==> src/rtl/meu_pkg.sv <==
// package for the modular exponentiation unit: widths, register indexes, cell types
package meu_pkg;
  localparam int OperandBits = 31;
  localparam int FieldBits = 31;
  localparam int CfgIndexBits = 1;
  localparam logic [CfgIndexBits-1:0] RegExponent = 1'b0;
  localparam logic [CfgIndexBits-1:0] RegModulus = 1'b1;

  typedef struct packed {
    logic load;
    logic shift;
  } cell_ctrl_t;
endpackage

==> src/rtl/meu_mod_mult.sv <==
// bit-serial shift-add-reduce modular multiplier built from a chain of cells
module meu_mod_mult
  import meu_pkg::*;
#(
  parameter int OPERAND_BITS = OperandBits
) (
  input  logic                    clk,
  input  logic                    rst,
  input  logic                    go,
  input  logic [OPERAND_BITS-1:0] a,
  input  logic [OPERAND_BITS-1:0] b,
  input  logic [OPERAND_BITS-1:0] m,
  output logic                    done,
  output logic [OPERAND_BITS-1:0] p
);
  localparam int W = OPERAND_BITS;
  localparam int CW = $clog2(W + 1);

  cell_ctrl_t ctrl;
  logic [W-1:0] bits;
  logic [W-1:0] bits_next;
  logic [W:0] acc;
  logic [W+1:0] dbl;
  logic [W+1:0] sum;
  logic [W+1:0] r1;
  logic [W+1:0] r2;
  logic [W-1:0] addend;
  logic [W-1:0] ared;
  logic [W-1:0] areg;
  logic [CW-1:0] count;
  logic running;

  assign ctrl.load = go;
  assign ctrl.shift = running;

  // each cell holds one multiplier bit and passes it toward the msb end
  for (genvar i = 0; i < W; i++) begin : g_cell
    if (i == 0) begin : g_first
      assign bits_next[i] = ctrl.load ? b[i] : 1'b0;
    end else begin : g_rest
      assign bits_next[i] = ctrl.load ? b[i] : bits[i-1];
    end
    always_ff @(posedge clk) begin
      if (ctrl.load || ctrl.shift) begin
        bits[i] <= bits_next[i];
      end
    end
  end

  // a reduced once so addend stays below m
  assign ared = (a >= m) ? (a - m) : a;
  assign dbl = {acc, 1'b0};
  assign r1 = (dbl >= {2'b00, m}) ? (dbl - {2'b00, m}) : dbl;
  assign addend = bits[W-1] ? areg : '0;
  assign sum = r1 + {2'b00, addend};
  assign r2 = (sum >= {2'b00, m}) ? (sum - {2'b00, m}) : sum;

  always_ff @(posedge clk) begin
    if (rst) begin
      running <= 1'b0;
      done <= 1'b0;
      count <= '0;
    end else begin
      done <= 1'b0;
      if (go) begin
        running <= 1'b1;
        count <= '0;
      end else if (running) begin
        count <= count + 1'b1;
        if (count == CW'(W - 1)) begin
          running <= 1'b0;
          done <= 1'b1;
        end
      end
    end
  end

  always_ff @(posedge clk) begin
    if (go) begin
      acc <= '0;
      areg <= ared;
    end else if (running) begin
      acc <= r2[W:0];
    end
  end

  assign p = acc[W-1:0];

`ifndef SYNTHESIS
  a_done_after_run: assert property (@(posedge clk) disable iff (rst)
    done |-> $past(running)) else $error("done without run");
  a_acc_reduced: assert property (@(posedge clk) disable iff (rst)
    (running && !go && m != '0) |=> ({1'b0, m} > acc || $past(go)))
    else $error("accumulator not reduced");
  a_no_overlap: assert property (@(posedge clk) disable iff (rst)
    done |-> !running) else $error("done while running");
`endif
endmodule

==> src/rtl/modular_exponentiation_unit.sv <==
// modular exponentiation unit: right-to-left square-and-multiply
// throughput: one item at a time; busy is high from start until the result strobe
// the shared bit-serial multiplier runs one bit per cycle, twice per exponent bit
// rst is synchronous: exponent 0, modulus 1, block idle; receiver cannot stall
module modular_exponentiation_unit
  import meu_pkg::*;
#(
  parameter int OPERAND_BITS = OperandBits
) (
  input  logic                    clk,
  input  logic                    rst,
  input  logic                    start,
  output logic                    busy,
  input  logic [FieldBits-1:0]    base_value,
  input  logic                    last_in,
  output logic                    strobe,
  output logic [FieldBits-1:0]    residue,
  output logic                    last_out,
  input  logic                    cfg_valid,
  output logic                    cfg_ready,
  input  logic [CfgIndexBits-1:0] cfg_index,
  input  logic [FieldBits-1:0]    cfg_data
);
  localparam int W = OPERAND_BITS;
  localparam int BW = $clog2(W + 1);
  localparam logic [1:0] StIdle = 2'd0;
  localparam logic [1:0] StMul = 2'd1;
  localparam logic [1:0] StSq = 2'd2;
  localparam logic [1:0] StDone = 2'd3;

  logic [1:0] state;
  logic [W-1:0] exponent;
  logic [W-1:0] modulus;
  logic [W-1:0] accv;
  logic [W-1:0] sq;
  logic [BW-1:0] bitn;
  logic last_q;
  logic go;
  logic mdone;
  logic [W-1:0] ma;
  logic [W-1:0] mb;
  logic [W-1:0] mp;
  logic [W-1:0] in_base;
  logic [W-1:0] one_mod;

  assign cfg_ready = 1'b1;
  assign busy = (state != StIdle);
  assign in_base = W'(base_value);
  assign one_mod = (modulus == W'(1)) ? '0 : W'(1);

  always_ff @(posedge clk) begin
    if (rst) begin
      exponent <= '0;
      modulus <= W'(1);
    end else if (cfg_valid && cfg_ready) begin
      unique case (cfg_index)
        RegExponent: exponent <= W'(cfg_data);
        RegModulus: modulus <= W'(cfg_data);
        default: ;
      endcase
    end
  end

  assign ma = (state == StMul) ? accv : sq;
  assign mb = sq;

  meu_mod_mult #(.OPERAND_BITS(W)) u_mult (
    .clk(clk), .rst(rst), .go(go), .a(ma), .b(mb), .m(modulus), .done(mdone), .p(mp)
  );

  always_ff @(posedge clk) begin
    if (rst) begin
      state <= StIdle;
      go <= 1'b0;
      strobe <= 1'b0;
      bitn <= '0;
    end else begin
      go <= 1'b0;
      strobe <= 1'b0;
      unique case (state)
        StIdle: begin
          if (start) begin
            accv <= one_mod;
            sq <= in_base;
            last_q <= last_in;
            bitn <= '0;
            if (modulus == '0) begin
              state <= StDone;
            end else begin
              state <= StMul;
              go <= 1'b1;
            end
          end
        end
        StMul: begin
          if (mdone) begin
            if (exponent[bitn[$clog2(W)-1:0]]) begin
              accv <= mp;
            end
            // first product is 1 times base, the base reduced below the modulus
            if (bitn == '0) begin
              sq <= mp;
            end
            state <= StSq;
            go <= 1'b1;
          end
        end
        StSq: begin
          if (mdone) begin
            sq <= mp;
            if (bitn == BW'(W - 1)) begin
              state <= StDone;
            end else begin
              bitn <= bitn + 1'b1;
              state <= StMul;
              go <= 1'b1;
            end
          end
        end
        StDone: begin
          strobe <= 1'b1;
          residue <= (modulus == '0) ? '0 : FieldBits'(accv);
          last_out <= last_q;
          state <= StIdle;
        end
        default: state <= StIdle;
      endcase
    end
  end

`ifndef SYNTHESIS
  a_strobe_from_done: assert property (@(posedge clk) disable iff (rst)
    strobe |-> $past(state) == StDone) else $error("strobe outside done");
  a_busy_after_start: assert property (@(posedge clk) disable iff (rst)
    (start && !busy) |=> busy) else $error("start not taken");
  a_bit_in_range: assert property (@(posedge clk) disable iff (rst)
    busy |-> bitn < BW'(W)) else $error("bit index out of range");
`endif
endmodule
==> config.mk <==
export PLATFORM = sky130hd
export DESIGN_NAME = modular_exponentiation_unit
export DESIGN_NICKNAME = d
export VERILOG_FILES = /design/src/rtl/meu_pkg.sv /design/src/rtl/meu_mod_mult.sv /design/src/rtl/modular_exponentiation_unit.sv
export SDC_FILE = /design/constraint.sdc
export NUM_CORES = 1
export LEC_CHECK = 0
export BUFFER_PORTS_ARGS = -buffer_cell sky130_fd_sc_hd__buf_2
export CAP_MARGIN = 30
export CORE_MARGIN = 5
export CORE_UTILIZATION = 50
export CTS_CLUSTER_SIZE = 24
export DETAILED_ROUTE_END_ITERATION = 16
export GPL_TIMING_DRIVEN = 1
export MAX_ROUTING_LAYER = met4
export PLACE_DENSITY = 0.67
export SETUP_SLACK_MARGIN = 0.15
export SKIP_CTS_REPAIR_TIMING = 1
export SLEW_MARGIN = 10
export SYNTH_ARGS = -nofsm -noshare
export SYNTH_HDL_FRONTEND = slang
export SYNTH_SLANG_ARGS = --single-unit
export TNS_END_PERCENT = 1
==> constraint.sdc <==
create_clock -name clk -period 9.3 [get_ports clk]
set_input_delay 1.395 -clock clk [delete_from_list [all_inputs] [get_ports clk]]
set_output_delay 1.395 -clock clk [all_outputs]
set_load 0.05 [all_outputs]
==> results.json, run 1 <==
{
  "status": "finished, final reports clean",
  "relSlewSlack_pct": 40.3,
  "finalMaxSlewViolations": 0,
  "cpPeakStageDelay_ps": 580,
  "path_clk_slew_ps": 60,
  "diodes": 0,
  "rows": 70,
  "netlist_top_cells_area": "edfxtp_1 (26%), dfxtp_1 (12%), ha_1 (9.1%)",
  "antenna_found_initial": 0,
  "die_w_um": 201,
  "rsz0062_at_grt": "no",
  "grt_use_total_pct": 25.6,
  "finalCritPeriodShare_pct": 90.1,
  "period_needed_ps": 8380,
  "dr.pass1.iters": 6,
  "syn_to_final_growth_pct": 10.6,
  "finalNetCount": 2251,
  "floorplan.initialDensity_pct": 50.3,
  "multi_input_area_um2": 10700,
  "r2r-end": "u_mult.acc[13]$_SDFFE_PP0P_",
  "dr_total_vias": 15200,
  "hold_class": "register to register",
  "port_buffers": 101,
  "ioPinCount": 103,
  "skew_ps": 10.2,
  "setup_viol": 0,
  "grt_pass1_wl_mm": 82.3,
  "worstSetupStartpointType": "register",
  "syn-cell-area_um2": 18300,
  "finalSetupTns_ps": 0,
  "avgSynthCellArea_um2": 9.25,
  "max_slew.worst_pin.slew_ps": 888,
  "synth_edf_count": 157,
  "hold_end": "last_out$_DFFE_PP_",
  "finalHoldViolCount": 0,
  "r2r_start": "modulus[2]$_SDFFE_PP0P_",
  "coreArea_um2": 36300,
  "grt_max_degree": 76,
  "whs_path_depth": 0,
  "cp_max_fo": 31,
  "ant_nets": 0,
  "reg2reg_depth": 30,
  "insertion_delay_ps": 570,
  "overflow": 0,
  "setup.worst_path.end_class": "register",
  "dp_hpwl_mm": 40.0,
  "drt_iter0_drc": 1183,
  "ctsRootBufferMaster": "clkbuf_16",
  "fin_util_pct": 55.7,
  "async_flop_share_pct": 0,
  "fillers": 3211,
  "clockBufferDepth": 3,
  "grt_pass1_vias": 15000,
  "clock.fmax_ghz": 0.119,
  "path_class": "register to register",
  "cts.sinks": 267,
  "synthFlopType": "edfxtp_1",
  "viasPerCell": 5.99,
  "wl_mm": 51.9,
  "synth_top_area_share_pct": 25.8,
  "cp.required_ps": 9750,
  "drc": 0,
  "avgRoutedWirePerCell_um": 20.5,
  "syn_nets": 2182,
  "ff_latch_area_um2": 6920,
  "synth-seq-area-share_pct": 37.8,
  "reg2reg_slack_ps": 920,
  "yosysTopAreaCell": "edfxtp_1",
  "max_cap_violations": 0,
  "critPathSlowestCell": "a21oi_4",
  "drive_above_1_share_pct": 15.1,
  "die_h_um": 201,
  "fp.dieArea_um2": 40500,
  "gp_congestion": 1.00,
  "cts_made_buffers": 31,
  "syn_inst": 1977,
  "cts_tree": "yes",
  "ys_warn_count": 0,
  "worstPathArrival_ps": 8830,
  "ys_seq_elements": 267,
  "h-tree-depth": 1,
  "hold_path.startpoint": "last_q$_DFFE_PP_",
  "synth_cell_types": 85
}
==> per-stage QoR <==
stage          worst slack, ps  cell area (µm²)  cells  hold slack (ps)
3_5_place_dp              1070            19200   2480              406
4_1_cts                   1020            20200   2534              426
2_1_floorplan             1980            18300   1977              400
5_1_grt                    263            20200   2535              424
3_3_place_gp              1200            19200   2476              405
6_report                   924            20200   2535              430
==> synth_stat cells (5+ instances only) <==
library cell / n
o31ai_1: 7
mux2_2: 108
inv_1: 76
dfxtp_1: 110
o21ai_0: 103
a311oi_1: 9
o311a_1: 7
xnor2_1: 67
o21bai_1: 13
nand2b_1: 26
a211oi_1: 18
a31oi_1: 14
ha_1: 133
and3_1: 10
o211ai_1: 27
or2_2: 6
nor2_1: 126
or3_1: 6
o21a_1: 21
nand4_1: 26
a21o_1: 70
xor2_1: 40
a221o_1: 5
mux4_2: 8
nor4_1: 15
and2_1: 69
clkbuf_1: 63
o2111ai_1: 7
a21oi_1: 186
mux2i_1: 9
nor3_1: 25
nand3_1: 34
buf_1: 12
a2111oi_0: 6
nor2b_1: 47
nand2_1: 227
edfxtp_1: 157
==> layout make-up <==
cell class / count / share of cell area (%)
Clock inverter: 17 / 0.841
Multi-Input combinational cell: 1546 / 53.1
Sequential cell: 267 / 34.2
Clock buffer: 37 / 3.95
Tap cell: 468 / 2.89
Inverter: 76 / 1.41
Timing Repair Buffer: 124 / 3.56
==> critical path: cells and delay by family (launching register included) <==
family | cells | cell delay (ps)
compound gates | 15 | 3930
xor+xnor | 1 | 130
fa+ha+maj | 3 | 1170
buf+inv | 3 | 810
flops | 1 | 350
simple gates | 8 | 1840
==> registers in the layout, summed over array words and instances, names as in the netlist, 2 cells and up <==
register and cells:
u_mult.acc 32, accv 31, exponent 31, mb 31, modulus 31, residue 31, u_mult.areg 31, u_mult.bits 31
bitn 5, u_mult.count 5, state 2
==> layer usage <==
layer	global-route usage, %	part of all wire [%]	wire, µm
met5	-	0	0
met4	8.33	3.2	1650
met3	3.11	6.5	3390
met2	38.0	43	22200
met1	36.7	47	24600
==> how the worst max path moves through the flow <==
stage | start | end | slack, ps | cells after the start
after global routing | modulus[26]$_SDFFE_PP0P_ | u_mult.acc[13]$_SDFFE_PP0P_ | 260 | 32
after global placement | modulus[2]$_SDFFE_PP0P_ | u_mult.acc[13]$_SDFFE_PP0P_ | 1200 | 32
after detailed placement | modulus[5]$_SDFFE_PP0P_ | u_mult.acc[13]$_SDFFE_PP0P_ | 1070 | 29
final | modulus[2]$_SDFFE_PP0P_ | u_mult.acc[13]$_SDFFE_PP0P_ | 920 | 30
after floorplan | start | mb[0]$_DFFE_PP_ | 1980 | 4
after CTS | modulus[5]$_SDFFE_PP0P_ | u_mult.acc[13]$_SDFFE_PP0P_ | 1020 | 31
==> kinds of logic after synthesis <==
| group | after synthesis | synth area share (%) |
|---|---|---|
| buf+inv | 164 | 3.69 |
| xor+xnor | 107 | 5.12 |
| mux | 125 | 8.13 |
| other cells | 1 | 0.0205 |
| fa+ha+maj | 137 | 9.54 |
| flops | 267 | 37.8 |
| compound gates | 539 | 18.8 |
| simple gates | 637 | 16.9 |
==> layout by cell type (no fill, tap or decap), types with 70 or more instances in the layout <==
master	netlist	routed
nand2_1	227	227
a21oi_1	186	185
edfxtp_1	157	157
ha_1	133	132
nor2_1	126	126
dfxtp_1	110	109
mux2_2	108	108
o21ai_0	103	103
buf_2	4	101
inv_1	76	76
a21o_1	70	70
Power of run 1 is left out: the tool's default activity adds up to more than one toggle a clock period on the data nets, which glitch-free logic cannot reach.
==> inputs of run 2 (changes only) <==
Settings changed: CORE_UTILIZATION 50 to 63, PLACE_DENSITY 0.67 to 0.82, SYNTH_HIERARCHICAL set to 1, TNS_END_PERCENT 1 to 100.
==> results.json, run 2 <==
{
  "h-tree-depth": 1,
  "max_slew.worst_pin.slew_ps": 858,
  "rsz0062_at_grt": "no",
  "syn_nets": 2178,
  "avgRoutedWirePerCell_um": 21.2,
  "die_w_um": 182,
  "dr_total_vias": 15300,
  "ioPinCount": 103,
  "reg2reg_slack_ps": 900,
  "r2r-end": "u_mult/acc[2]$_SDFFE_PP0P_",
  "syn_inst": 1972,
  "finalHoldViolCount": 0,
  "path_clk_slew_ps": 60,
  "clockBufferDepth": 3,
  "avgSynthCellArea_um2": 9.40,
  "insertion_delay_ps": 550,
  "netlist_top_cells_area": "edfxtp_1 (25%), dfxtp_1 (12%), ha_1 (9.0%)",
  "largest_reg_flops": 32,
  "port_buffers": 101,
  "period_needed_ps": 8400,
  "worstSetupStartpointType": "register",
  "cp.required_ps": 9740,
  "final_common_cell": "nand2_1",
  "fp.dieArea_um2": 33000,
  "cp_max_fo": 26,
  "synth_cell_types": 84,
  "r2r_start": "modulus[18]$_SDFFE_PP0P_",
  "syn-cell-area_um2": 18500,
  "whs_path_depth": 0,
  "relSlewSlack_pct": 42.8,
  "hold_end": "last_out$_DFFE_PP_",
  "cts_tree": "yes",
  "max_cap_violations": 0,
  "viasPerCell": 6.31,
  "hold_class": "register to register",
  "clock.fmax_ghz": 0.119,
  "dr.pass1.iters": 5,
  "coreArea_um2": 28900,
  "finalMaxSlewViolations": 0,
  "hold_path.startpoint": "last_q$_DFFE_PP_",
  "wl_mm": 51.2,
  "skew_ps": 8.91,
  "drive_above_1_share_pct": 16.0,
  "multi_input_area_um2": 10800,
  "cts_made_buffers": 29,
  "ant_nets": 0,
  "cts.sinks": 267,
  "critPathSlowestCell": "a211oi_1",
  "drt_iter0_drc": 1579,
  "grt_max_degree": 77,
  "grt_pass1_vias": 14600,
  "ff_latch_area_um2": 6920,
  "status": "finished, final reports clean",
  "finalCritPeriodShare_pct": 90.3,
  "path_class": "register to register",
  "grt_use_total_pct": 30.8,
  "die_h_um": 182,
  "synthFlopType": "edfxtp_1",
  "reg2reg_depth": 30,
  "worstPathArrival_ps": 8840,
  "ctsRootBufferMaster": "clkbuf_16",
  "setup_viol": 0,
  "async_flop_share_pct": 0,
  "synth-seq-area-share_pct": 37.3,
  "cp_common_cell": "ha_1",
  "cp-startpoint": "modulus[18]$_SDFFE_PP0P_",
  "gp_congestion": 1.02,
  "synth_edf_count": 157,
  "cpPeakStageDelay_ps": 540,
  "grt_pass1_wl_mm": 80.0,
  "ys_seq_elements": 267,
  "synth_top_area_share_pct": 25.4,
  "ys_warn_count": 6,
  "synth_most_common_cell": "nand2_1",
  "drc": 0,
  "dp_hpwl_mm": 38.5,
  "overflow": 0,
  "diodes": 0,
  "setup.worst_path.end_class": "register",
  "antenna_found_initial": 0,
  "floorplan.initialDensity_pct": 64.3,
  "finalNetCount": 2221,
  "most-common-layout-cells": "nand2_1 (196), a21oi_1 (192), edfxtp_1 (157)",
  "rows": 62,
  "finalSetupTns_ps": 0,
  "syn_to_final_growth_pct": 8.71,
  "fillers": 2190,
  "yosysTopAreaCell": "edfxtp_1",
  "top_register": "u_mult/acc",
  "synth.top_cells.by_count": "nand2_1 (196), a21oi_1 (192), edfxtp_1 (157)"
}
run 2: changes by cell type after synthesis, sizes merged, moves of 8 or more:
cell    delta
buf       +24
a21o      -19
nand2     -32
inv       +13
a311oi     -8
mux2      +16
nand2b     -8
o21ai     -38
mux2i     +25
a211oi    +26
o211ai    -20
run 2: through the flow:
step                hold WS, ps  setup slack [ps]  utilization [%]  instance area (µm²)  instances
floorplan                   400              1850                -                18500       1972
global placement            401               883             66.3                19100       2359
detailed placement          429               707             66.4                19200       2361
CTS                         444               664             69.6                20100       2414
global route                450               353             69.9                20200       2421
finish                      438               900             69.9                20200       2421
run 2: worst max-delay path by stage:
stage                                        endpoint  slack [ps]  depth (start not counted)
after floorplan                       mb[0]$_DFFE_PP_        1850                          4
after detailed placement   u_mult/acc[2]$_SDFFE_PP0P_         710                         30
after global routing      u_mult/acc[12]$_SDFFE_PP0P_         350                         32
final                      u_mult/acc[2]$_SDFFE_PP0P_         900                         30
after global placement    u_mult/acc[12]$_SDFFE_PP0P_         880                         32
after CTS                  u_mult/acc[2]$_SDFFE_PP0P_         660                         30
run 2: per-layer routing:
metal / routed length (µm) / GRT usage (%)
met1: 23100 / 43.9
met2: 22900 / 47.6
met3: 3900 / 3.64
met4: 1320 / 7.11
met5: 0 / -
run 2: layout make-up:
| type | instances | share of cell area (%) |
|---|---|---|
| Clock buffer | 34 | 3.90 |
| Sequential cell | 267 | 34.3 |
| Clock inverter | 19 | 0.633 |
| Timing Repair Buffer | 126 | 3.71 |
| Tap cell | 384 | 2.38 |
| Multi-Input combinational cell | 1502 | 53.4 |
| Inverter | 89 | 1.66 |
run 2: cell families after synthesis:
group	synth area share, %
other	0.0202
muxes	10.2
AOI/OAI and AO/OA	17.2
xor gates and xnor gates	5.19
and+or+nand+nor	15.6
adders and majority gates	9.47
DFF	37.3
buffers and inverters	5.01
run 2: worst max-delay path: cells and delay by family (launching register included):
kind | cells | cell delay, ps
AOI/OAI and AO/OA | 13 | 3330
adders and majority gates | 3 | 1140
xor gates and xnor gates | 1 | 120
muxes | 1 | 350
DFF | 1 | 360
buffers and inverters | 3 | 730
and+or+nand+nor | 9 | 2230
Power of run 2 is left out for the same reason.
